$ cat src/hw/rtl/fpvr_pkg.sv
package fpvr_pkg;

    // default sizes
    localparam int ANGLE_BITS_DEF   = 16;
    localparam int ROTATE_STEPS_DEF = 16;

    // stream word layout
    localparam int IN_FIELD_W  = 16;
    localparam int MASK_W      = 7;
    localparam int S_TDATA_W   = 128;
    localparam int OUT_W       = 17;
    localparam int M_TDATA_W   = 40;

    // validity mask bits
    localparam int VM_PITCH    = 0;
    localparam int VM_ROLL     = 1;
    localparam int VM_VTRACK   = 2;
    localparam int VM_HDG_MAG  = 3;
    localparam int VM_TRK_MAG  = 4;
    localparam int VM_HDG_TRUE = 5;
    localparam int VM_TRK_TRUE = 6;

    // 1/K in Q30 and the fraction bits kept through the rotation
    localparam logic signed [30:0] GAIN_INV_Q30 = 31'sd652032874;
    localparam int FRAC_BITS = 8;
    localparam int PRESCALE_SHIFT = 30 - FRAC_BITS;

    // rotation angle is carried as a 32-bit turn
    localparam int TURN_BITS = 32;
    localparam int Z_W       = 34;

    // result saturation limits
    localparam int OUT_MAX = 65535;
    localparam int OUT_MIN = -65536;

    // arctangent of 2^-i in 32-bit turn units
    function automatic logic [31:0] atan_turn(input logic [4:0] idx);
        logic [31:0] val;
        unique case (idx)
            5'd0:  val = 32'd536870912;
            5'd1:  val = 32'd316933406;
            5'd2:  val = 32'd167458907;
            5'd3:  val = 32'd85004756;
            5'd4:  val = 32'd42667331;
            5'd5:  val = 32'd21354465;
            5'd6:  val = 32'd10679838;
            5'd7:  val = 32'd5340245;
            5'd8:  val = 32'd2670163;
            5'd9:  val = 32'd1335087;
            5'd10: val = 32'd667544;
            5'd11: val = 32'd333772;
            5'd12: val = 32'd166886;
            5'd13: val = 32'd83443;
            5'd14: val = 32'd41722;
            5'd15: val = 32'd20861;
            5'd16: val = 32'd10430;
            5'd17: val = 32'd5215;
            5'd18: val = 32'd2608;
            5'd19: val = 32'd1304;
            5'd20: val = 32'd652;
            5'd21: val = 32'd326;
            5'd22: val = 32'd163;
            5'd23: val = 32'd81;
            5'd24: val = 32'd41;
            5'd25: val = 32'd20;
            5'd26: val = 32'd10;
            5'd27: val = 32'd5;
            5'd28: val = 32'd3;
            5'd29: val = 32'd1;
            5'd30: val = 32'd1;
            5'd31: val = 32'd0;
            default: val = 32'd0;
        endcase
        return val;
    endfunction

endpackage

$ cat src/hw/rtl/flight_path_vector_rotate.sv
// Flight path marker offsets from one attitude sample.
// Input words arrive on the s_ channel (s_tvalid/s_tready/s_tdata) and hold
// pitch, roll, vertical track, both heading/track pairs, a validity mask,
// the display request and weight on wheels. Each accepted word yields exactly
// one result word on the m_ channel: alpha, beta, marker_visible and
// marker_failure.
// Sequence: a complete sample passes through ST_MUL_H, ST_MUL_V, the
// ROTATE_STEPS rotation steps (sixteen by default), ST_ROUND and ST_DONE
// before m_tvalid rises; the next word is taken once the sequencer is idle.
// A sample with missing inputs goes straight to ST_DONE after accept and
// repeats the last alpha/beta. The work is done by the single rotation
// unit (one shift-add step per cycle) and the shared multiplier used once
// for each vector component.
// s_tready is high only while the sequencer is idle, so one word is in work
// at a time. The result sits in an output register: the next word is taken
// while that result waits, and work finishing behind a stalled m_tready waits
// until the register is free.
// Reset (aresetn low, synchronous) empties the output register, returns the
// sequencer to idle and clears the held alpha/beta to zero.
module flight_path_vector_rotate #(
    parameter int ANGLE_BITS   = fpvr_pkg::ANGLE_BITS_DEF,
    parameter int ROTATE_STEPS = fpvr_pkg::ROTATE_STEPS_DEF
) (
    input  logic                             aclk,
    input  logic                             aresetn,
    input  logic                             s_tvalid,
    output logic                             s_tready,
    // pitch, roll, vertical_track, heading_magnetic, lateral_track_magnetic,
    // heading_true, lateral_track_true (16 each), valid_mask (7),
    // show_request (1), on_ground (1), zero fill
    input  logic [fpvr_pkg::S_TDATA_W-1:0]   s_tdata,
    output logic                             m_tvalid,
    input  logic                             m_tready,
    // alpha (17), beta (17), marker_visible (1), marker_failure (1), zero fill
    output logic [fpvr_pkg::M_TDATA_W-1:0]   m_tdata
);

    localparam int XW     = ANGLE_BITS + 10;
    localparam int PW     = ANGLE_BITS + 31;
    localparam int CNT_W  = $clog2(ROTATE_STEPS);
    localparam int ZSHIFT = fpvr_pkg::TURN_BITS - ANGLE_BITS;
    localparam int FW     = fpvr_pkg::IN_FIELD_W;
    localparam int OW     = fpvr_pkg::OUT_W;

    typedef enum logic [2:0] {
        ST_IDLE,
        ST_MUL_H,
        ST_MUL_V,
        ST_ROT,
        ST_ROUND,
        ST_DONE
    } state_t;

    state_t                      state_reg, state_next;
    logic                        m_tvalid_reg, m_tvalid_next;
    logic [fpvr_pkg::M_TDATA_W-1:0] m_tdata_reg, m_tdata_next;
    logic signed [OW-1:0]        held_alpha_reg, held_alpha_next;
    logic signed [OW-1:0]        held_beta_reg, held_beta_next;
    logic                        visible_reg, visible_next;
    logic                        failure_reg, failure_next;
    logic                        flip_reg, flip_next;
    logic signed [ANGLE_BITS-1:0] h_reg, h_next;
    logic signed [ANGLE_BITS-1:0] v_reg, v_next;
    logic signed [XW-1:0]        x_reg, x_next;
    logic signed [XW-1:0]        y_reg, y_next;
    logic signed [fpvr_pkg::Z_W-1:0] z_reg, z_next;
    logic [CNT_W-1:0]            cnt_reg, cnt_next;

    // input field unpacking
    logic signed [FW-1:0] in_pitch, in_roll, in_vtrack;
    logic signed [FW-1:0] in_hdg_mag, in_trk_mag, in_hdg_true, in_trk_true;
    logic [fpvr_pkg::MASK_W-1:0] in_mask;
    logic in_show, in_ground;

    assign in_pitch    = s_tdata[15:0];
    assign in_roll     = s_tdata[31:16];
    assign in_vtrack   = s_tdata[47:32];
    assign in_hdg_mag  = s_tdata[63:48];
    assign in_trk_mag  = s_tdata[79:64];
    assign in_hdg_true = s_tdata[95:80];
    assign in_trk_true = s_tdata[111:96];
    assign in_mask     = s_tdata[118:112];
    assign in_show     = s_tdata[119];
    assign in_ground   = s_tdata[120];

    // source selection and wrapped differences
    logic use_mag, use_true, complete;
    logic signed [ANGLE_BITS-1:0] sel_hdg, sel_trk, vdiff, hdiff, roll_a;
    logic signed [fpvr_pkg::TURN_BITS-1:0] z_turn;
    logic signed [fpvr_pkg::Z_W-1:0] z_start;
    logic roll_flip;

    always_comb begin
        use_mag  = in_mask[fpvr_pkg::VM_HDG_MAG] & in_mask[fpvr_pkg::VM_TRK_MAG];
        use_true = in_mask[fpvr_pkg::VM_HDG_TRUE] & in_mask[fpvr_pkg::VM_TRK_TRUE];
        complete = in_mask[fpvr_pkg::VM_PITCH] & in_mask[fpvr_pkg::VM_ROLL]
                 & in_mask[fpvr_pkg::VM_VTRACK] & (use_mag | use_true);
        if (use_mag) begin
            sel_hdg = ANGLE_BITS'(in_hdg_mag);
            sel_trk = ANGLE_BITS'(in_trk_mag);
        end else begin
            sel_hdg = ANGLE_BITS'(in_hdg_true);
            sel_trk = ANGLE_BITS'(in_trk_true);
        end
        vdiff  = ANGLE_BITS'(in_pitch) - ANGLE_BITS'(in_vtrack);
        hdiff  = sel_hdg - sel_trk;
        roll_a = ANGLE_BITS'(in_roll);
        // roll as a 32-bit turn, folded into +/-90 degrees
        z_turn = fpvr_pkg::TURN_BITS'(roll_a) <<< ZSHIFT;
        if (z_turn > 32'sd1073741824) begin
            z_start   = fpvr_pkg::Z_W'(z_turn) - 34'sd2147483648;
            roll_flip = 1'b1;
        end else if (z_turn < -32'sd1073741824) begin
            z_start   = fpvr_pkg::Z_W'(z_turn) + 34'sd2147483648;
            roll_flip = 1'b1;
        end else begin
            z_start   = fpvr_pkg::Z_W'(z_turn);
            roll_flip = 1'b0;
        end
    end

    // shared prescale multiplier
    logic signed [ANGLE_BITS-1:0] mul_a;
    logic signed [PW-1:0]         prod;
    logic signed [XW-1:0]         scaled, scaled_adj;

    always_comb begin
        mul_a      = (state_reg == ST_MUL_H) ? h_reg : v_reg;
        prod       = mul_a * fpvr_pkg::GAIN_INV_Q30;
        scaled     = XW'(prod >>> fpvr_pkg::PRESCALE_SHIFT);
        scaled_adj = flip_reg ? -scaled : scaled;
    end

    // rotation step unit
    logic signed [XW-1:0] xs, ys, x_step, y_step;
    logic signed [fpvr_pkg::Z_W-1:0] atan_z, z_step;

    always_comb begin
        xs     = x_reg >>> cnt_reg;
        ys     = y_reg >>> cnt_reg;
        atan_z = fpvr_pkg::Z_W'(fpvr_pkg::atan_turn(5'(cnt_reg)));
        if (!z_reg[fpvr_pkg::Z_W-1]) begin
            x_step = x_reg - ys;
            y_step = y_reg + xs;
            z_step = z_reg - atan_z;
        end else begin
            x_step = x_reg + ys;
            y_step = y_reg - xs;
            z_step = z_reg + atan_z;
        end
    end

    // round to whole units and saturate
    logic signed [XW-1:0] x_rnd, y_rnd;
    logic signed [OW-1:0] alpha_sat, beta_sat;

    always_comb begin
        x_rnd = (x_reg + XW'(128)) >>> fpvr_pkg::FRAC_BITS;
        y_rnd = (y_reg + XW'(128)) >>> fpvr_pkg::FRAC_BITS;
        if (y_rnd > XW'(fpvr_pkg::OUT_MAX)) begin
            alpha_sat = OW'(fpvr_pkg::OUT_MAX);
        end else if (y_rnd < XW'(fpvr_pkg::OUT_MIN)) begin
            alpha_sat = OW'(fpvr_pkg::OUT_MIN);
        end else begin
            alpha_sat = OW'(y_rnd);
        end
        if (x_rnd > XW'(fpvr_pkg::OUT_MAX)) begin
            beta_sat = OW'(fpvr_pkg::OUT_MAX);
        end else if (x_rnd < XW'(fpvr_pkg::OUT_MIN)) begin
            beta_sat = OW'(fpvr_pkg::OUT_MIN);
        end else begin
            beta_sat = OW'(x_rnd);
        end
    end

    assign s_tready = (state_reg == ST_IDLE);
    assign m_tvalid = m_tvalid_reg;
    assign m_tdata  = m_tdata_reg;

    // sequencer
    always_comb begin
        state_next      = state_reg;
        m_tvalid_next   = m_tvalid_reg;
        m_tdata_next    = m_tdata_reg;
        held_alpha_next = held_alpha_reg;
        held_beta_next  = held_beta_reg;
        visible_next    = visible_reg;
        failure_next    = failure_reg;
        flip_next       = flip_reg;
        h_next          = h_reg;
        v_next          = v_reg;
        x_next          = x_reg;
        y_next          = y_reg;
        z_next          = z_reg;
        cnt_next        = cnt_reg;

        // output word taken
        if (m_tvalid_reg && m_tready) begin
            m_tvalid_next = 1'b0;
        end

        unique case (state_reg)
            ST_IDLE: begin
                if (s_tvalid) begin
                    h_next    = hdiff;
                    v_next    = vdiff;
                    z_next    = z_start;
                    flip_next = roll_flip;
                    cnt_next  = '0;
                    if (complete) begin
                        visible_next = in_show & ~in_ground;
                        failure_next = 1'b0;
                        state_next   = ST_MUL_H;
                    end else begin
                        visible_next = 1'b0;
                        failure_next = in_show;
                        state_next   = ST_DONE;
                    end
                end
            end
            ST_MUL_H: begin
                x_next     = scaled_adj;
                state_next = ST_MUL_V;
            end
            ST_MUL_V: begin
                y_next     = scaled_adj;
                state_next = ST_ROT;
            end
            ST_ROT: begin
                x_next = x_step;
                y_next = y_step;
                z_next = z_step;
                if (cnt_reg == CNT_W'(ROTATE_STEPS - 1)) begin
                    state_next = ST_ROUND;
                end else begin
                    cnt_next = cnt_reg + 1'b1;
                end
            end
            ST_ROUND: begin
                held_alpha_next = alpha_sat;
                held_beta_next  = beta_sat;
                state_next      = ST_DONE;
            end
            ST_DONE: begin
                if (!m_tvalid_reg || m_tready) begin
                    m_tvalid_next = 1'b1;
                    m_tdata_next  = {4'b0000, failure_reg, visible_reg,
                                     held_beta_reg, held_alpha_reg};
                    state_next    = ST_IDLE;
                end
            end
            default: begin
                state_next = ST_IDLE;
            end
        endcase
    end

    // state and registered outputs
    always_ff @(posedge aclk) begin
        if (!aresetn) begin
            state_reg      <= ST_IDLE;
            m_tvalid_reg   <= 1'b0;
            held_alpha_reg <= '0;
            held_beta_reg  <= '0;
            cnt_reg        <= '0;
        end else begin
            state_reg      <= state_next;
            m_tvalid_reg   <= m_tvalid_next;
            held_alpha_reg <= held_alpha_next;
            held_beta_reg  <= held_beta_next;
            cnt_reg        <= cnt_next;
        end
        m_tdata_reg <= m_tdata_next;
        visible_reg <= visible_next;
        failure_reg <= failure_next;
        flip_reg    <= flip_next;
        h_reg       <= h_next;
        v_reg       <= v_next;
        x_reg       <= x_next;
        y_reg       <= y_next;
        z_reg       <= z_next;
    end

    // one word in work at a time
    assert property (@(posedge aclk) disable iff (!aresetn)
        (s_tvalid && s_tready) |=> !s_tready)
        else $error("input word taken while a word is in work");

    // step counter only runs during the rotation and is clear in the multiply states
    assert property (@(posedge aclk) disable iff (!aresetn)
        (cnt_reg != '0) |-> (state_reg == ST_ROT || state_reg == ST_ROUND
                             || state_reg == ST_DONE || state_reg == ST_IDLE))
        else $error("step counter active outside rotation");

    // a marker is never both shown and failed
    assert property (@(posedge aclk) disable iff (!aresetn)
        m_tvalid |-> !(m_tdata[34] && m_tdata[35]))
        else $error("marker visible and failed at once");

    // a pending result is not overwritten
    assert property (@(posedge aclk) disable iff (!aresetn)
        (state_reg == ST_DONE && m_tvalid && !m_tready) |=> state_reg == ST_DONE)
        else $error("result loaded over a stalled word");

endmodule

$ cat config.mk
export PLATFORM = sky130hd
export DESIGN_NAME = flight_path_vector_rotate
export DESIGN_NICKNAME = d
export VERILOG_FILES = /design/src/hw/rtl/fpvr_pkg.sv /design/src/hw/rtl/flight_path_vector_rotate.sv
export SDC_FILE = /design/constraint.sdc
export NUM_CORES = 1
export LEC_CHECK = 0
export BUFFER_PORTS_ARGS = -buffer_cell sky130_fd_sc_hd__buf_2
export CAP_MARGIN = 20
export CORE_MARGIN = 4
export CORE_UTILIZATION = 40
export CTS_BUF_LIST = sky130_fd_sc_hd__clkbuf_4 sky130_fd_sc_hd__clkbuf_8
export CTS_CLUSTER_DIAMETER = 50
export DETAILED_ROUTE_END_ITERATION = 8
export MAX_ROUTING_LAYER = met4
export PLACE_DENSITY = 0.56
export SETUP_SLACK_MARGIN = 0.15
export SLEW_MARGIN = 20
export SYNTH_ARGS = -nofsm -noshare
export SYNTH_HDL_FRONTEND = slang
export SYNTH_SLANG_ARGS = --single-unit
export TNS_END_PERCENT = 30
$ cat constraint.sdc
create_clock -name aclk -period 8.3 [get_ports aclk]
set_input_delay 0.83 -clock aclk [delete_from_list [all_inputs] [get_ports aclk]]
set_output_delay 0.83 -clock aclk [all_outputs]
set_load 0.005 [all_outputs]
# Yosys cells after proc, flatten, opt, wreduce, memory -nomap -nowiden
# Memories as Yosys holds them, arrays and structs flattened. A register that Yosys moved wholly into a read port is not among the register bits.
# Index checks and enable logic that the tools add are counted.
op_classes:
  add_sub_neg: 14
  multipliers: 1
  order_cmp: 6
  n_eq_ne: 10
  n_shift: 2
  mux: 31
  bitwise: 8
  reduce_logical: 12
op_table:
  columns: ["operator", "count"]
  rows:
  - ["34-bit two-way mux", 4]
  - ["26-bit one-hot mux with 2 select lines", 2]
  - ["26-bit two-way mux", 3]
  - ["17-bit two-way mux", 4]
  - ["34-bit one-hot mux with 2 select lines", 1]
  - ["26-bit adder", 2]
  - ["26-bit by 9-bit adder with 26-bit output, second input constant", 2]
  - ["26-bit by 4-bit >>> shifter with 26-bit output", 2]
  - ["26-bit subtractor", 2]
  - ["16-bit two-way mux", 3]
  - ["16-bit by 30-bit multiplier with 46-bit output, second input constant", 1]
  - ["18-bit by 17-bit greater-than comparator with 1-bit output, second input constant", 2]
  - ["18-bit by 17-bit less-than comparator with 1-bit output, second input constant", 2]
  - ["32-bit by 33-bit adder with 34-bit output, second input constant", 1]
  - ["34-bit by 33-bit adder with 34-bit output", 1]
  - ["32-bit by 33-bit subtractor with 34-bit output, second input constant", 1]
  - ["34-bit by 33-bit subtractor with 34-bit output", 1]
  - ["32-bit greater-than comparator, second input constant", 1]
  - ["32-bit by 31-bit less-than comparator with 1-bit output, second input constant", 1]
  - ["16-bit subtractor", 2]
  - ["25-bit negation with 26-bit output", 1]
  - ["3-bit one-hot mux with 6 select lines", 1]
  - ["4-bit two-way mux", 4]
  - ["3-bit two-way mux", 4]
  - ["other kinds (18)", 36]
totals:
  regBits: 199
  romBits: 480
  inputBits: 132
  elab_cells: 99
  n_memories: 1
mem_list:
  columns: ["memory", "depth", "word_bits", "rd", "rd_clocked_by_memory_dff", "wr", "line_no", "text"]
  rows:
  - ["(no name shown)", 16, 30, 1, 1, 0, "fpvr_pkg.sv:39", "unique case (idx)"]

# Depth between registers and ports, before layout
# Gate-level depths: netlist of the first run.
logic_depth:
  ltp_word: 6
  depth_mapped: 32
  mapped_depth_nobuf: 27

# Least setup slack after synthesis of the first run
# OpenSTA, ideal clock, no wires.
synth_timing:
  kind: "register to register"
  from: "register state_reg[0]"
  to: "register x_reg[22], data pin"
  setup_time_ns: 0.270
  t_arrival_ns: 8.292
  t_required_ns: 8.030
  slack_ns: -0.262
  path_stages_with_launch: 30
  path_buffers: 4
  period_less_slack_ns: 8.562
  cell_sequence: "dfxtp_1 > buf_4 > nor3b_2 > buf_6 > clkbuf_1 > mux2i_1 > inv_1 > ha_1 > inv_1 > fa_1 > inv_1 > fa_1 > fa_1 > inv_1 > fa_1 > inv_1 > fa_1 > ha_1 > nand4_1 > or4_1 > or3_1 > o22ai_2 > o21ai_1 > xnor2_1 > or3_1 > or4_1 > buf_2 > o31ai_2 > xnor2_1 > a21oi_1"
synth_via:
  elab_chain_len: 6
  elab_cells_between_ends: 7
  cone_classes: "1 x add/sub; 1 x mul; 2 x eq/ne; 3 x mux"
synth_lines:
  columns: ["element", "line_no", "text"]
  rows:
  - ["start: declaration", "flight_path_vector_rotate.sv:54", "state_t state_reg, state_next;"]
  - ["start signal: assignment", "flight_path_vector_rotate.sv:267", "state_reg <= state_next;"]
  - ["3-bit by 1-bit == test with 1-bit output", "flight_path_vector_rotate.sv:128, flight_path_vector_rotate.sv:202", null]
  - ["16-bit two-way mux", "flight_path_vector_rotate.sv:128", "mul_a = (state_reg == ST_MUL_H) ? h_reg : v_reg;"]
  - ["16-bit by 30-bit multiplier with 46-bit output", "flight_path_vector_rotate.sv:129", "prod = mul_a * fpvr_pkg::GAIN_INV_Q30;"]
  - ["25-bit negation with 26-bit output", "flight_path_vector_rotate.sv:131", "scaled_adj = flip_reg ? -scaled : scaled;"]
  - ["26-bit two-way mux", "flight_path_vector_rotate.sv:131", null]
  - ["26-bit one-hot mux with 2 select lines (*)", "flight_path_vector_rotate.sv:202", "unique case (state_reg)"]
  - ["named net x_next[22]", "flight_path_vector_rotate.sv:64", "logic signed [XW-1:0] x_reg, x_next;"]
  - ["end signal: assignment", "flight_path_vector_rotate.sv:279", "x_reg <= x_next;"]
  - ["end: declaration", "flight_path_vector_rotate.sv:64", null]
# Mark *: on every way through the listed nets, which the timed path passes. The rest lies on a longest branch.
# A chain may end at the register's enable or synchronous reset.

# Worst setup path after layout of the first run
layout_timing:
  from: "register state_reg[1]"
  to: "register x_reg[16], data pin"
# Same word-level chain as after synthesis.

==> results of run 1 <==
## metal layers
layer,share of wire,routed length [microns],track usage,vias up
li1,-,-,-,11290
met4,0.023,1868,0.05379,0
met3,0.043,3450,0.02483,128
met5,0,0,-,-
met1,0.44,35160,0.2780,11340
met2,0.49,39090,0.3728,518
## metrics by stage
stage	hold slack (ps)	area, sq um
after global placement	405.8	30770
final	416.8	32710
after CTS	419.1	32240
after global routing	430.8	32710
after detailed placement	406.3	30770
after floorplan	400.3	27620
## final cells by class
cell class                 count  area share
multi-input combinational   2301      0.6208
sequential                   229      0.1884
timing repair buffer         406     0.08331
inverter                     366     0.04238
tap                          882     0.03374
clock buffer                  67     0.02570
clock inverter                19    0.005584
antenna                        1  0.00007650
## layout by cell type (no fill, tap or decap), drive strengths merged, types with 34 or more instances in the layout
cell,n
buf,406
inv,362
ha,287
a21oi,252
o21ai,225
nand2,201
fa,181
nor2,166
edfxtp,157
xnor2,140
xor2,105
dfxtp,72
clkbuf,67
mux4,59
mux2i,57
a21o,54
nor3,52
nand3,44
mux2,41
and3,34
## worst min path at each step
stage          cells past startpoint  slack, ps           to         startpoint
2_1_floorplan                      0        400  m_tdata[34]        visible_reg
3_3_place_gp                       0        410  m_tdata[35]        failure_reg
3_5_place_dp                       0        410  m_tdata[34]        visible_reg
4_1_cts                            0        420  m_tdata[35]        failure_reg
5_1_grt                            0        430   m_tdata[4]  held_alpha_reg[4]
6_report                           0        420  m_tdata[35]        failure_reg
## kinds of logic after synthesis
| kind of cell | Yosys count | synth area share |
|---|---|---|
| fa+ha+maj | 468 | 0.2615 |
| compound gates | 748 | 0.1652 |
| buf+inv | 480 | 0.06721 |
| flops | 229 | 0.2231 |
| xor+xnor | 245 | 0.07777 |
| mux | 157 | 0.08571 |
| other cells | 1 | 0.0001359 |
| simple gates | 679 | 0.1194 |
## repair_timing
item	in CTS	in global routing
pin swaps	39	59
hold endpoints to repair	0	0
resized for setup	84	69
endpoints found under the setup margin	24	31
buffers inserted	9	13
==> flow_summary.yaml, run 1 <==
finish:
  n_fill_cell: 6543
  area_growth_pct: 18.56
  multi_input_area_sq_mm: 0.02031
  final_cells: 4271
  final_util: 0.4778
  nets: 3951
  layout-drive-gt1-share: 0.2190
  largest_reg_flops: 36
  seq_area_sq_mm: 0.006162
clock_tree:
  root_buffer: "clkbuf_8"
  h-tree-depth: 2
  hold_buffers: 0
  cts.path.max_buffers: 3
  cts_tree: "yes"
  cts_inserted_buffers: 47
  clk_latency_ps: 640
  clk_pin_slew_ps: 60
  cts.sink_count: 229
worst_setup_path:
  critPathKind: "flop to flop"
  worst_path_most_repeated_cell: "fa_1"
  ff2ff_setup_slack_ps: 200
  reg2reg_depth: 30
  crit_buf_inv: 10
  critPathCapture: "x_reg[16]"
  r2r-end: "x_reg[16]"
  path_max_fanout: 6
  cp_data_required_time_ps: 8690
  slowest_delay_ps: 590
  path_depth: 30
  slowest_stage: "or4_4"
  startpoint: "state_reg[1]"
  end_kind: "flop"
  arrival_ps: 8490
  cp_top_family: "adder cells"
  critPathLaunchType: "flop"
  r2r_start: "state_reg[1]"
place:
  gp_congestion: 0.9219
  dp_hpwl_mm: 64.84
  dp_slack_ps: -282.4
  place.port_buffers: 162
  placed_cells_incl_taps: 4161
floorplanning:
  initial_core_util: 0.4030
  die_h_microns: 270.6
  rows: 96
  io-pin-count: 174
  core_sq_mm: 0.06847
  dieArea_sq_mm: 0.07324
  die_width_microns: 270.6
yosys:
  post-synth-top-count-cell: "inv_1"
  yosysSeqAreaShare: 0.2231
  synthArstFlopShare: 0
  synth_area_per_cell_sq_um: 9.175
  ys_types: 85
  syn-cell-area_sq_mm: 0.02759
  synth_area_leaders: "edfxtp_1 (17%), fa_1 (13%), ha_1 (13%), dfxtp_1 (5.2%), inv_1 (4.9%)"
  syn-instance-count: 3007
  synth_ff_type: "edfxtp_1"
  synth_edf_count: 157
  ys_ff_latch: 229
  synthTopCellsByCount: "inv_1 (361), ha_1 (287), a21oi_1 (252)"
  synth_top_area_frac: 0.1709
  synth_largest_area_cell: "edfxtp_1"
  synth_warnings: 0
job:
  cap_violations: 0
run_status:
  status: "completed"
timing:
  slew_headroom: 0.2707
  worst_slack_ps: 201.8
  finalCriticalPeriod_ps: 8098
  fin_skew_ps: 64.29
  min_period_over_period: 0.9757
  rsz0062_at_grt: "true"
  finalSetupTns_ps: 0
  setup_viol: 0
  max_freq_mhz: 123.5
  hold_viol_final: 0
  drv_slew: 0
  worstMarginPinSlew_ps: 1094
detailed_routing:
  vias: 23280
  wire_per_inst_microns: 18.63
  drtIter0Drc: 1415
  postRouteAntennaNets: 0
  via_per_inst: 5.450
  drtPass1Iterations: 5
  wl_mm: 79.57
  drc_errors: 0
grt:
  grt_max_degree: 85
  grt_util_all_layers: 0.2180
  grt_pass1_wl_mm: 126.1
  grt_pass1_vias: 23850
  grt_overflow_total: 0
  antenna_found_initial: 1
min_path:
  hp-class: "flop to flop"
Power of run 1 is left out: the tool's default activity adds up to more than one toggle a clock period on the data nets, which glitch-free logic cannot reach.
==> run 2: changes to the inputs <==
- ABC_AREA: unset -> 1
- CAP_MARGIN: 20 -> unset
- PLACE_DENSITY: 0.56 -> 0.55
==> flow_summary.yaml, run 2 <==
floorplanning:
  io-pin-count: 174
  rows: 97
  initial_core_util: 0.4062
  core_sq_mm: 0.07039
  die_width_microns: 275.4
  dieArea_sq_mm: 0.07582
  die_h_microns: 275.4
grt:
  met1_usage: 0.3219
  use_met2: 0.3818
  grt_overflow_total: 0
  grt_max_degree: 72
  grt_pass1_vias: 24460
  antenna_found_initial: 0
  grt_util_all_layers: 0.2363
  top_usage_layer: "met2"
  met3_usage: 0.02043
  grt_pass1_wl_mm: 136.7
finish:
  final_util: 0.4493
  nets: 4645
  layout-drive-gt1-share: 0.09875
  n_fill_cell: 7360
  area_growth_pct: 10.62
  diodes: 0
  layout_common_cells: "nand2_1 (830), inv_1 (667), ha_1 (284), o21ai_0 (281), nor2_1 (269)"
  largest_reg_flops: 36
  final_common_cell: "nand2_1"
timing:
  rsz0062_at_grt: "false"
  drv_slew: 0
  setup_viol: 0
  slew_headroom: 0.3050
  fin_skew_ps: 44.80
  hold_viol_final: 0
  max_freq_mhz: 130.7
  finalCriticalPeriod_ps: 7652
  finalSetupTns_ps: 0
  worstMarginPinSlew_ps: 1040
  min_period_over_period: 0.9220
clock_tree:
  cts_inserted_buffers: 44
  cts.sink_count: 229
  hold_buffers: 0
  root_buffer: "clkbuf_8"
  clk_pin_slew_ps: 60
  h-tree-depth: 2
  cts.path.max_buffers: 3
  clk_latency_ps: 610
  postCtsSetupBuffers: 0
  cts_tree: "yes"
run_status:
  status: "completed"
yosys:
  synth_warnings: 0
  synthTopCellsByCount: "nand2_1 (830), inv_1 (669), ha_1 (287)"
  syn-cell-area_sq_mm: 0.02859
  ys_types: 72
  synth_edf_count: 157
  synth_ff_type: "edfxtp_1"
  post-synth-top-count-cell: "nand2_1"
  ys_ff_latch: 229
  synth_area_per_cell_sq_um: 7.369
  syn-instance-count: 3880
  synth_top_area_frac: 0.1649
  synthArstFlopShare: 0
  synth_area_leaders: "edfxtp_1 (16%), fa_1 (13%), ha_1 (13%), nand2_1 (11%), inv_1 (8.8%)"
  synth_largest_area_cell: "edfxtp_1"
  yosysSeqAreaShare: 0.2153
detailed_routing:
  via_per_inst: 5.075
  wl_mm: 88.05
  postRouteAntennaNets: 0
  drtIter0Drc: 1910
  drtPass1Iterations: 6
  drc_errors: 0
  vias: 25480
  wire_per_inst_microns: 17.54
worst_setup_path:
  cp_data_required_time_ps: 8650
  path_max_fanout: 14
  end_kind: "flop"
  arrival_ps: 8000
  slowest_delay_ps: 620
  slowest_stage: "fa_1"
  critPathLaunchType: "flop"
  critPathKind: "flop to flop"
place:
  gp_congestion: 0.9626
  dp_hpwl_mm: 73.02
  place.port_buffers: 162
job:
  cap_violations: 0
min_path:
  hp-class: "flop to flop"
## run 2: worst paths after layout
kind | end | start | slack [ps] | cells after the start
min reg2reg | m_tdata[8] | held_alpha_reg[8] | 420 | 0
min | m_tdata[8] | held_alpha_reg[8] | 420 | 0
max | y_reg[16] | state_reg[2] | 650 | 32
max reg2reg | y_reg[16] | state_reg[2] | 650 | 32
## run 2: worst max-delay path, delay by kind of cell (launching register included)
family,cells,cell delay [ps]
AOI/OAI and AO/OA,1,120
DFF,1,460
and+or+nand+nor,16,2160
adders and majority gates,8,3630
muxes,1,480
buffers and inverters,6,540
## run 2: logic make-up after synthesis
group,share of synthesized area
buffers and inverters,0.1051
adders and majority gates,0.2523
muxes,0.01842
other,0.0001312
and+or+nand+nor,0.2118
AOI/OAI and AO/OA,0.1504
xor gates and xnor gates,0.04652
DFF,0.2153
## run 2: cell type report
class                   count  area [sq um]  area share
multi-input cells        2882         19530      0.6174
flip-flops and latches    229          6160      0.1947
inverters                 683          2566     0.08113
well taps                 940          1176     0.03719
repair buffers            205          1134     0.03584
clock buffers              63         785.8     0.02484
clock inverters            19         279.0    0.008822
## run 2: repair_timing
action / 4_1_cts / 5_1_grt
endpoints found under the setup margin: 0 / 32
resized for setup: 0 / 19
hold endpoints to repair: 0 / 0
## run 2: metrics by stage
step | cells | cell area [sq um] | hold WS (ps) | setup slack, ps
5_1_grt | 5021 | 31630 | 426.6 | 128.3
6_report | 5021 | 31630 | 422.4 | 647.7
2_1_floorplan | 3883 | 28600 | 400.3 | 813.0
3_5_place_dp | 4938 | 30500 | 409.6 | 437.0
3_3_place_gp | 4938 | 30500 | 404.6 | 508.6
4_1_cts | 5020 | 31560 | 423.8 | 446.9
## run 2: per-layer routing
| metal | share of wire | vias up |
|---|---|---|
| li1 | - | 13020 |
| met1 | 0.47 | 11740 |
| met2 | 0.46 | 618 |
| met3 | 0.043 | 108 |
| met4 | 0.027 | 0 |
| met5 | 0 | - |
Power of run 2 is left out for the same reason.
